==> src/rtl/opp_pkg.sv <==
// Shared types and constants for the operator precedence parser.
package opp_pkg;

  localparam int FUNC_W  = 2;
  localparam int SYM_W   = 8;
  localparam int IDX_W   = 4;
  localparam int REL_W   = 2;
  localparam int STAT_W  = 2;
  localparam int RED_W   = 6;
  localparam int DEPTH_W = 7;
  localparam int CNT_W   = 5;

  localparam logic [CNT_W-1:0] COUNT_RESET = 5'd16;

  localparam logic [SYM_W-1:0] SYM_END  = 8'h24;
  localparam logic [SYM_W-1:0] SYM_MARK = 8'h3C;

  localparam logic [REL_W-1:0] REL_YIELDS = 2'd1;
  localparam logic [REL_W-1:0] REL_TAKES  = 2'd2;

  localparam logic [RED_W-1:0] RED_MAX = 6'h3F;

  typedef enum logic [FUNC_W-1:0] {
    FN_BEGIN     = 2'd0,
    FN_LOAD_TERM = 2'd1,
    FN_LOAD_REL  = 2'd2,
    FN_PARSE     = 2'd3
  } func_t;

  typedef enum logic [STAT_W-1:0] {
    ST_LOADED  = 2'd0,
    ST_SHIFTED = 2'd1,
    ST_ACCEPT  = 2'd2,
    ST_REJECT  = 2'd3
  } status_t;

endpackage

==> src/rtl/opp_if.sv <==
// Valid/ready channel interfaces for parser items and results.
interface opp_in_if;
  logic                         valid;
  logic                         ready;
  logic [opp_pkg::FUNC_W-1:0]   func;
  logic [opp_pkg::SYM_W-1:0]    symbol;
  logic [opp_pkg::IDX_W-1:0]    slot;
  logic [opp_pkg::IDX_W-1:0]    row_index;
  logic [opp_pkg::IDX_W-1:0]    col_index;
  logic [opp_pkg::REL_W-1:0]    relation;

  modport source (output valid, func, symbol, slot, row_index, col_index, relation,
                  input ready);
  modport sink (input valid, func, symbol, slot, row_index, col_index, relation,
                output ready);
endinterface

interface opp_out_if;
  logic                          valid;
  logic                          ready;
  logic [opp_pkg::STAT_W-1:0]    status;
  logic [opp_pkg::RED_W-1:0]     reductions;
  logic [opp_pkg::DEPTH_W-1:0]   stack_depth;

  modport source (output valid, status, reductions, stack_depth, input ready);
  modport sink (input valid, status, reductions, stack_depth, output ready);
endinterface

==> src/rtl/operator_precedence_parser_unit.sv <==
// Operator precedence parser top level: parse stack and relation table in RAM.
// Begin, load, first symbol and parse after a verdict go straight to the result register; other
// parses check the stack top, read the relation table, then shift or pop down to the marker.
// Throughput: one item at a time; the next is taken the cycle after the result register loads.
// Reset (synchronous, active low): empty stack, no verdict, terminal count 16,
// no result pending. List, table and stack contents are undefined until written.
module operator_precedence_parser_unit #(
  parameter int MAX_TERMINALS = 16,
  parameter int STACK_DEPTH   = 64
) (
  input  logic                        clk,
  input  logic                        rst_n,
  opp_in_if.sink                      in_ch,
  opp_out_if.source                   out_ch,
  input  logic                        cfg_we,
  input  logic [opp_pkg::CNT_W-1:0]   cfg_wdata
);
  import opp_pkg::*;

  localparam int TW  = $clog2(MAX_TERMINALS);
  localparam int RAW = $clog2(MAX_TERMINALS * MAX_TERMINALS);
  localparam int AW  = $clog2(STACK_DEPTH);
  localparam int SPW = $clog2(STACK_DEPTH + 1);

  typedef enum logic [2:0] {
    S_IDLE,
    S_LOOK,
    S_REL,
    S_POP,
    S_PUSH,
    S_EMIT
  } state_t;

  state_t              state_r, state_nxt;
  logic [SPW-1:0]      sp_r, sp_nxt;
  status_t             verdict_r, verdict_nxt;
  logic [CNT_W-1:0]    tc_r;
  logic [SYM_W-1:0]    sym_r, sym_nxt;
  logic [TW-1:0]       col_r, col_nxt;
  logic                col_ok_r, col_ok_nxt;
  logic [RED_W-1:0]    red_r, red_nxt;
  status_t             st_r, st_nxt;

  logic                out_valid_r, out_valid_nxt;
  logic [STAT_W-1:0]   out_status_r, out_status_nxt;
  logic [RED_W-1:0]    out_red_r, out_red_nxt;
  logic [DEPTH_W-1:0]  out_depth_r, out_depth_nxt;

  logic [SYM_W-1:0]    stack_mem [STACK_DEPTH];
  logic                stk_we, stk_re;
  logic [AW-1:0]       stk_waddr, stk_raddr;
  logic [SYM_W-1:0]    stk_wdata;
  logic [SYM_W-1:0]    stk_rdata_r;

  logic [REL_W-1:0]    rel_mem [MAX_TERMINALS * MAX_TERMINALS];
  logic                rel_we, rel_re;
  logic [RAW-1:0]      rel_waddr, rel_raddr;
  logic [REL_W-1:0]    rel_rdata_r;

  logic                term_we;
  logic [TW-1:0]       in_idx, top_idx;
  logic                in_hit, top_hit;

  logic                in_accept;
  logic                out_free;
  logic [SPW-1:0]      sp_m1, sp_m2, sp_p1, sp_p2;

  assign in_ch.ready = rst_n && (state_r == S_IDLE);
  assign in_accept   = in_ch.valid && in_ch.ready;
  assign out_free    = !out_valid_r || out_ch.ready;

  assign sp_m1 = sp_r - SPW'(1);
  assign sp_m2 = sp_r - SPW'(2);
  assign sp_p1 = sp_r + SPW'(1);
  assign sp_p2 = sp_r + SPW'(2);

  assign out_ch.valid       = out_valid_r;
  assign out_ch.status      = out_status_r;
  assign out_ch.reductions  = out_red_r;
  assign out_ch.stack_depth = out_depth_r;

  assign rel_waddr = RAW'(RAW'(in_ch.row_index) * RAW'(MAX_TERMINALS)
                          + RAW'(in_ch.col_index));
  assign rel_raddr = RAW'(RAW'(top_idx) * RAW'(MAX_TERMINALS) + RAW'(col_r));

  opp_term_table #(
    .MAX_TERMINALS (MAX_TERMINALS)
  ) u_terms (
    .clk     (clk),
    .wr_en   (term_we),
    .wr_slot (in_ch.slot),
    .wr_sym  (in_ch.symbol),
    .count   (tc_r),
    .key_a   (in_ch.symbol),
    .key_b   (stk_rdata_r),
    .idx_a   (in_idx),
    .hit_a   (in_hit),
    .idx_b   (top_idx),
    .hit_b   (top_hit)
  );

  always_comb begin
    state_nxt      = state_r;
    sp_nxt         = sp_r;
    verdict_nxt    = verdict_r;
    sym_nxt        = sym_r;
    col_nxt        = col_r;
    col_ok_nxt     = col_ok_r;
    red_nxt        = red_r;
    st_nxt         = st_r;
    out_valid_nxt  = out_valid_r && !out_ch.ready;
    out_status_nxt = out_status_r;
    out_red_nxt    = out_red_r;
    out_depth_nxt  = out_depth_r;
    stk_we         = 1'b0;
    stk_waddr      = sp_r[AW-1:0];
    stk_wdata      = sym_r;
    stk_re         = 1'b0;
    stk_raddr      = sp_m1[AW-1:0];
    rel_we         = 1'b0;
    rel_re         = 1'b0;
    term_we        = 1'b0;

    unique case (state_r)
      S_IDLE: begin
        if (in_accept) begin
          red_nxt   = '0;
          st_nxt    = ST_LOADED;
          state_nxt = S_EMIT;
          unique case (func_t'(in_ch.func))
            FN_BEGIN: begin
              sp_nxt      = '0;
              verdict_nxt = ST_LOADED;
            end
            FN_LOAD_TERM: begin
              term_we = 1'b1;
            end
            FN_LOAD_REL: begin
              rel_we = (int'(in_ch.row_index) < MAX_TERMINALS) &&
                       (int'(in_ch.col_index) < MAX_TERMINALS);
            end
            FN_PARSE: begin
              sym_nxt    = in_ch.symbol;
              col_nxt    = in_idx;
              col_ok_nxt = in_hit;
              if (verdict_r != ST_LOADED) begin
                st_nxt = verdict_r;
              end else if (sp_r == '0) begin
                stk_we    = 1'b1;
                stk_waddr = '0;
                stk_wdata = in_ch.symbol;
                sp_nxt    = SPW'(1);
                st_nxt    = ST_SHIFTED;
              end else begin
                stk_re    = 1'b1;
                state_nxt = S_LOOK;
              end
            end
            default: ;
          endcase
        end
      end

      S_LOOK: begin
        if ((stk_rdata_r == SYM_END) && (sym_r == SYM_END)) begin
          verdict_nxt = ST_ACCEPT;
          st_nxt      = ST_ACCEPT;
          state_nxt   = S_EMIT;
        end else if (!top_hit || !col_ok_r) begin
          verdict_nxt = ST_REJECT;
          st_nxt      = ST_REJECT;
          state_nxt   = S_EMIT;
        end else begin
          rel_re    = 1'b1;
          state_nxt = S_REL;
        end
      end

      S_REL: begin
        if (rel_rdata_r == REL_YIELDS) begin
          if (int'(sp_r) + 2 > STACK_DEPTH) begin
            verdict_nxt = ST_REJECT;
            st_nxt      = ST_REJECT;
            state_nxt   = S_EMIT;
          end else begin
            stk_we    = 1'b1;
            stk_wdata = SYM_MARK;
            state_nxt = S_PUSH;
          end
        end else if (rel_rdata_r == REL_TAKES) begin
          state_nxt = S_POP;
        end else begin
          verdict_nxt = ST_REJECT;
          st_nxt      = ST_REJECT;
          state_nxt   = S_EMIT;
        end
      end

      S_PUSH: begin
        stk_we    = 1'b1;
        stk_waddr = sp_p1[AW-1:0];
        sp_nxt    = sp_p2;
        st_nxt    = ST_SHIFTED;
        state_nxt = S_EMIT;
      end

      // read data holds the current top; one entry popped per cycle
      S_POP: begin
        if (sp_r == '0) begin
          verdict_nxt = ST_REJECT;
          st_nxt      = ST_REJECT;
          state_nxt   = S_EMIT;
        end else if (stk_rdata_r == SYM_MARK) begin
          sp_nxt = sp_m1;
          if (red_r != RED_MAX) begin
            red_nxt = red_r + RED_W'(1);
          end
          if (sp_m1 == '0) begin
            verdict_nxt = ST_REJECT;
            st_nxt      = ST_REJECT;
            state_nxt   = S_EMIT;
          end else begin
            stk_re    = 1'b1;
            stk_raddr = sp_m2[AW-1:0];
            state_nxt = S_LOOK;
          end
        end else begin
          sp_nxt = sp_m1;
          if (sp_m1 != '0) begin
            stk_re    = 1'b1;
            stk_raddr = sp_m2[AW-1:0];
          end
        end
      end

      S_EMIT: begin
        if (out_free) begin
          out_valid_nxt  = 1'b1;
          out_status_nxt = st_r;
          out_red_nxt    = red_r;
          out_depth_nxt  = DEPTH_W'(sp_r);
          state_nxt      = S_IDLE;
        end
      end

      default: state_nxt = S_IDLE;
    endcase
  end

  always_ff @(posedge clk) begin
    if (!rst_n) begin
      state_r     <= S_IDLE;
      sp_r        <= '0;
      verdict_r   <= ST_LOADED;
      tc_r        <= COUNT_RESET;
      out_valid_r <= 1'b0;
    end else begin
      state_r     <= state_nxt;
      sp_r        <= sp_nxt;
      verdict_r   <= verdict_nxt;
      out_valid_r <= out_valid_nxt;
      if (cfg_we) begin
        tc_r <= cfg_wdata;
      end
    end
    sym_r        <= sym_nxt;
    col_r        <= col_nxt;
    col_ok_r     <= col_ok_nxt;
    red_r        <= red_nxt;
    st_r         <= st_nxt;
    out_status_r <= out_status_nxt;
    out_red_r    <= out_red_nxt;
    out_depth_r  <= out_depth_nxt;
  end

  always_ff @(posedge clk) begin
    if (stk_we) begin
      stack_mem[stk_waddr] <= stk_wdata;
    end
    if (stk_re) begin
      stk_rdata_r <= stack_mem[stk_raddr];
    end
  end

  always_ff @(posedge clk) begin
    if (rel_we) begin
      rel_mem[rel_waddr] <= in_ch.relation;
    end
    if (rel_re) begin
      rel_rdata_r <= rel_mem[rel_raddr];
    end
  end

endmodule

==> src/rtl/opp_term_table.sv <==
// Terminal symbol list with two parallel first-match lookups.
module opp_term_table #(
  parameter int MAX_TERMINALS = 16
) (
  input  logic                               clk,
  input  logic                               wr_en,
  input  logic [opp_pkg::IDX_W-1:0]          wr_slot,
  input  logic [opp_pkg::SYM_W-1:0]          wr_sym,
  input  logic [opp_pkg::CNT_W-1:0]          count,
  input  logic [opp_pkg::SYM_W-1:0]          key_a,
  input  logic [opp_pkg::SYM_W-1:0]          key_b,
  output logic [$clog2(MAX_TERMINALS)-1:0]   idx_a,
  output logic                               hit_a,
  output logic [$clog2(MAX_TERMINALS)-1:0]   idx_b,
  output logic                               hit_b
);
  import opp_pkg::*;

  localparam int TW = $clog2(MAX_TERMINALS);

  logic [SYM_W-1:0] list_r [MAX_TERMINALS];
  logic [TW-1:0]    slot_idx;

  assign slot_idx = TW'(wr_slot);

  always_ff @(posedge clk) begin
    if (wr_en && (int'(wr_slot) < MAX_TERMINALS)) begin
      list_r[slot_idx] <= wr_sym;
    end
  end

  // lowest matching index wins
  always_comb begin
    idx_a = '0;
    hit_a = 1'b0;
    idx_b = '0;
    hit_b = 1'b0;
    for (int i = MAX_TERMINALS - 1; i >= 0; i--) begin
      if (i < int'(count)) begin
        if (list_r[i] == key_a) begin
          idx_a = TW'(i);
          hit_a = 1'b1;
        end
        if (list_r[i] == key_b) begin
          idx_b = TW'(i);
          hit_b = 1'b1;
        end
      end
    end
  end

endmodule
==> src/flat_wrapper.sv <==
// flat-port wrapper written by rule: the top's interface ports become plain ports
module operator_precedence_parser_unit_flat import opp_pkg::*;
#(
  parameter int MAX_TERMINALS = 16,
  parameter int STACK_DEPTH   = 64
)
  (clk, rst_n, cfg_we, cfg_wdata, in_ch_valid, in_ch_func, in_ch_symbol, in_ch_slot, in_ch_row_index, in_ch_col_index, in_ch_relation, in_ch_ready, out_ch_valid, out_ch_status, out_ch_reductions, out_ch_stack_depth, out_ch_ready);
  opp_in_if in_ch_i ();
  opp_out_if out_ch_i ();
  input  logic clk;
  input  logic rst_n;
  input  logic cfg_we;
  input  logic [opp_pkg::CNT_W-1:0] cfg_wdata;
  input wire logic [$bits(in_ch_i.valid)-1:0] in_ch_valid;
  input wire logic [$bits(in_ch_i.func)-1:0] in_ch_func;
  input wire logic [$bits(in_ch_i.symbol)-1:0] in_ch_symbol;
  input wire logic [$bits(in_ch_i.slot)-1:0] in_ch_slot;
  input wire logic [$bits(in_ch_i.row_index)-1:0] in_ch_row_index;
  input wire logic [$bits(in_ch_i.col_index)-1:0] in_ch_col_index;
  input wire logic [$bits(in_ch_i.relation)-1:0] in_ch_relation;
  output wire logic [$bits(in_ch_i.ready)-1:0] in_ch_ready;
  output wire logic [$bits(out_ch_i.valid)-1:0] out_ch_valid;
  output wire logic [$bits(out_ch_i.status)-1:0] out_ch_status;
  output wire logic [$bits(out_ch_i.reductions)-1:0] out_ch_reductions;
  output wire logic [$bits(out_ch_i.stack_depth)-1:0] out_ch_stack_depth;
  input wire logic [$bits(out_ch_i.ready)-1:0] out_ch_ready;
  assign in_ch_i.valid = in_ch_valid;
  assign in_ch_i.func = in_ch_func;
  assign in_ch_i.symbol = in_ch_symbol;
  assign in_ch_i.slot = in_ch_slot;
  assign in_ch_i.row_index = in_ch_row_index;
  assign in_ch_i.col_index = in_ch_col_index;
  assign in_ch_i.relation = in_ch_relation;
  assign in_ch_ready = in_ch_i.ready;
  assign out_ch_valid = out_ch_i.valid;
  assign out_ch_status = out_ch_i.status;
  assign out_ch_reductions = out_ch_i.reductions;
  assign out_ch_stack_depth = out_ch_i.stack_depth;
  assign out_ch_i.ready = out_ch_ready;
  operator_precedence_parser_unit #(.MAX_TERMINALS(MAX_TERMINALS), .STACK_DEPTH(STACK_DEPTH)) u_core (.clk(clk), .rst_n(rst_n), .in_ch(in_ch_i), .out_ch(out_ch_i), .cfg_we(cfg_we), .cfg_wdata(cfg_wdata));
endmodule
==> config.mk <==
export PLATFORM = sky130hd
export DESIGN_NAME = operator_precedence_parser_unit_flat
export DESIGN_NICKNAME = d
export VERILOG_FILES = /design/src/rtl/opp_pkg.sv /design/src/rtl/opp_if.sv /design/src/rtl/operator_precedence_parser_unit.sv /design/src/rtl/opp_term_table.sv /design/src/flat_wrapper.sv
export SDC_FILE = /design/constraint.sdc
export NUM_CORES = 2
export LEC_CHECK = 0
export BUFFER_PORTS_ARGS = -buffer_cell sky130_fd_sc_hd__buf_2
export CORE_AREA = 4 4 238 472
export DETAILED_ROUTE_END_ITERATION = 6
export DIE_AREA = 0 0 242 476
export SYNTH_ARGS = -nofsm -noshare
export SYNTH_HDL_FRONTEND = slang
export SYNTH_SLANG_ARGS = --single-unit
==> constraint.sdc <==
create_clock -name clk -period 10.4 [get_ports clk]
set_input_delay 3.12 -clock clk [delete_from_list [all_inputs] [get_ports clk]]
set_output_delay 3.12 -clock clk [all_outputs]
set_load 0.01 [all_outputs]
==> impl_metrics.toml <==
[setup_path]
cp_data_required_time_ns = 7.28
critPathKind = "input pin to primary output"
setup.worst_path.start_class = "input pin"
reg2reg_slack_ns = 4.38
crit_path_max_fanout = 18
cp-end-kind = "primary output"
arrival_ns = 4.48

[layout]
area_growth_pct = 10.3
final_net_count = 3216
final_cell_area_um2 = 57000
final_layout_size_suffix_gt1_frac = 0.177
fillers = 8718

[place]
gp_congestion = 0.876
io_buffer_count = 50
place_ws_ns = 2.29
dpl_cell_area_um2 = 53400
place_hpwl_um = 90900

[global_route]
grt.total_usage = 0.239
antenna_found_initial = 3
overflow = 0
grt_pass1_wl_um = 200000
grt_start_max_net_pins = 147
grt_pass1_vias = 29899

[cts]
ctsHoldBuffers = 0
post_cts_buffers = 0
root_buffer = "clkbuf_16"
path_clk_slew_ns = 0.07
clock-sinks = 1216
cts_tree = "built"
clock_path_buffers = 3
postCtsResizedCells = 0
insertion_delay_ns = 0.72
cts_buffers = 104
htree_num_levels = 3

[sta]
max_slew_margin = 0.248
setup_slack_ns = 2.80
tightest_slew_ns = 1.13
timing_max_transition_violations_final = 0
worst_clock_skew_ns = 0.0324
final-setup-viol-count = 0
finalCritPeriodShare = 0.730
fmax_mhz = 132
fin_setup_tns_ns = 0
finalCriticalPeriod_ns = 7.60
hold_viol = 0
rsz0062_at_grt = "no"

[floorplan]
fp-row-count = 171
start_util = 0.475
die-area_um2 = 115000
die_y_um = 476
coreArea_um2 = 109000
chipWidth_um = 242
ios = 51

[power]
leakagePower_nw = 17.8
cellPowerDensity_nw_per_um2 = 202
p_total_mw = 11.5
ir_worst_vdd_mv = 0.256

[routing]
firstDrtPassIters = 5
vias_per_cell = 5.98
wl_per_cell_um = 29.7
wl_um = 138000
first_iter_violations = 1899
dr_total_vias = 27758
drc_errors = 0
ant_nets = 0

[synthesis]
ys_seq_elements = 1216
synth_nets = 3180
avgSynthCellArea_um2 = 16.5
ys_seq_area_frac = 0.703
yosysUniqueCellTypes = 83
synth-edff-count = 1198
yosys_warnings = 0
ys_async_sr_fraction = 0
ys.flop_type = "edfxtp_1"
syn_area_um2 = 51700
synthCells = 3134

[outcome]
status = "complete, no violations"

[flow_run]
drv_cap = 0

[min_path]
hold_path.class = "flip-flop to flip-flop"
## per-layer routing
layer	GRT usage	up-vias	share of wire
met5	0	-	0.000087
met4	0.148	2	0.070
met3	0.0245	334	0.039
met2	0.465	850	0.57
met1	0.242	14431	0.33
li1	-	12141	-
## synth_stat cells (14+ instances only)
master / n / area, µm²
nand2b_1: 14 / 87.6
nand4_1: 54 / 338
mux4_2: 276 / 6220
xnor2_1: 185 / 1620
a21oi_1: 34 / 170
nand3_1: 113 / 566
nor2_1: 394 / 1480
xor2_1: 91 / 797
buf_4: 24 / 180
dfxtp_1: 18 / 360
buf_2: 25 / 125
clkbuf_1: 109 / 409
edfxtp_1: 1198 / 36000
inv_1: 15 / 56.3
nand2_1: 268 / 1010
nor3_1: 32 / 160
nor4_1: 25 / 156
o21ai_0: 45 / 225
## cell families (layout without fill, tap and decap cells)
family          count (synthesis)  after routing  share of synthesized area
fa+ha+maj                      12             12                    0.00291
buf+inv                       191            309                     0.0173
simple gates                  982            982                     0.0857
mux                           287            287                      0.122
other cells                     0              4                          0
flops                        1216           1216                      0.703
compound gates                170            170                     0.0217
xor+xnor                      276            276                     0.0468
## critical path, cell delays in order
cell and delay [ns]:
buf_2 0.12, clkinv_1 0.54, nor3_1 0.46, buf_2 0.23
## flip-flops by register name, summed over array words and instances (netlist names), 3 cells and up
register and count:
u_core.rel_mem 512, u_core.stack_mem 512, u_core.u_terms.list_r 128, u_core.stk_rdata_r 8
u_core.sym_r 8, u_core.out_ch.stack_depth 7, u_core.sp_r 7, u_core.out_ch.reductions 6
u_core.red_r 6, u_core.tc_r 5, u_core.col_r 4, u_core.state_r 3
## cells in the final DEF (no fill, tap or decap), types with 10 or more instances in the layout
| cell type | Yosys | final |
|---|---|---|
| a21oi_1 | 34 | 31 |
| a31oi_1 | 11 | 11 |
| and2_1 | 13 | 13 |
| and3_1 | 13 | 13 |
| buf_2 | 25 | 48 |
| buf_4 | 24 | 52 |
| bufinv_16 | 0 | 19 |
| clkbuf_1 | 109 | 12 |
| clkbuf_16 | 0 | 106 |
| clkinv_1 | 1 | 26 |
| clkinv_2 | 0 | 12 |
| dfxtp_1 | 18 | 18 |
| edfxtp_1 | 1198 | 1198 |
| ha_1 | 12 | 12 |
| inv_1 | 15 | 15 |
| mux2i_1 | 10 | 10 |
| mux4_2 | 276 | 276 |
| nand2_1 | 268 | 264 |
| nand2b_1 | 14 | 14 |
| nand3_1 | 113 | 105 |
| nand4_1 | 54 | 54 |
| nor2_1 | 394 | 394 |
| nor2b_1 | 12 | 12 |
| nor3_1 | 32 | 32 |
| nor4_1 | 25 | 25 |
| o21ai_0 | 45 | 44 |
| xnor2_1 | 185 | 184 |
| xor2_1 | 91 | 91 |
## final timing paths
kind / start / cells after the start / end
min: u_core.st_r[0] / 0 / u_core.out_ch.status[0]
min reg2reg: u_core.st_r[0] / 0 / u_core.out_ch.status[0]
max reg2reg: u_core.sp_r[2] / 10 / u_core.stack_mem[14][3]
max: rst_n / 4 / in_ch_ready
## through the flow
step                      std cells  hold WS (ns)   util
after floorplan                3134         0.400      -
after global placement         4448         0.416  0.491
after detailed placement       4448         0.417  0.491
after CTS                      4636         0.444  0.524
after global routing           4637         0.459  0.524
final                          4640         0.440  0.524
## cell type report
type	instances	area (µm²)	share of cell area
antenna	4	10.0	0.000176
sequential	1216	36300	0.638
multi-input combinational	1727	14600	0.255
clock buffer	118	2700	0.0473
inverter	16	60.1	0.00105
clock inverter	70	881	0.0155
tap	1384	1730	0.0304
timing repair buffer	105	713	0.0125
## power breakdown
group          leakage (nW)  internal (mW)  switching [mW]
Clock                  1.73           2.34            1.76
Sequential             10.9           5.49          0.0475
Combinational          5.11          0.687            1.20
Total                  17.8           8.51            3.01
No activity file was read; power rests on OpenSTA's default activity.
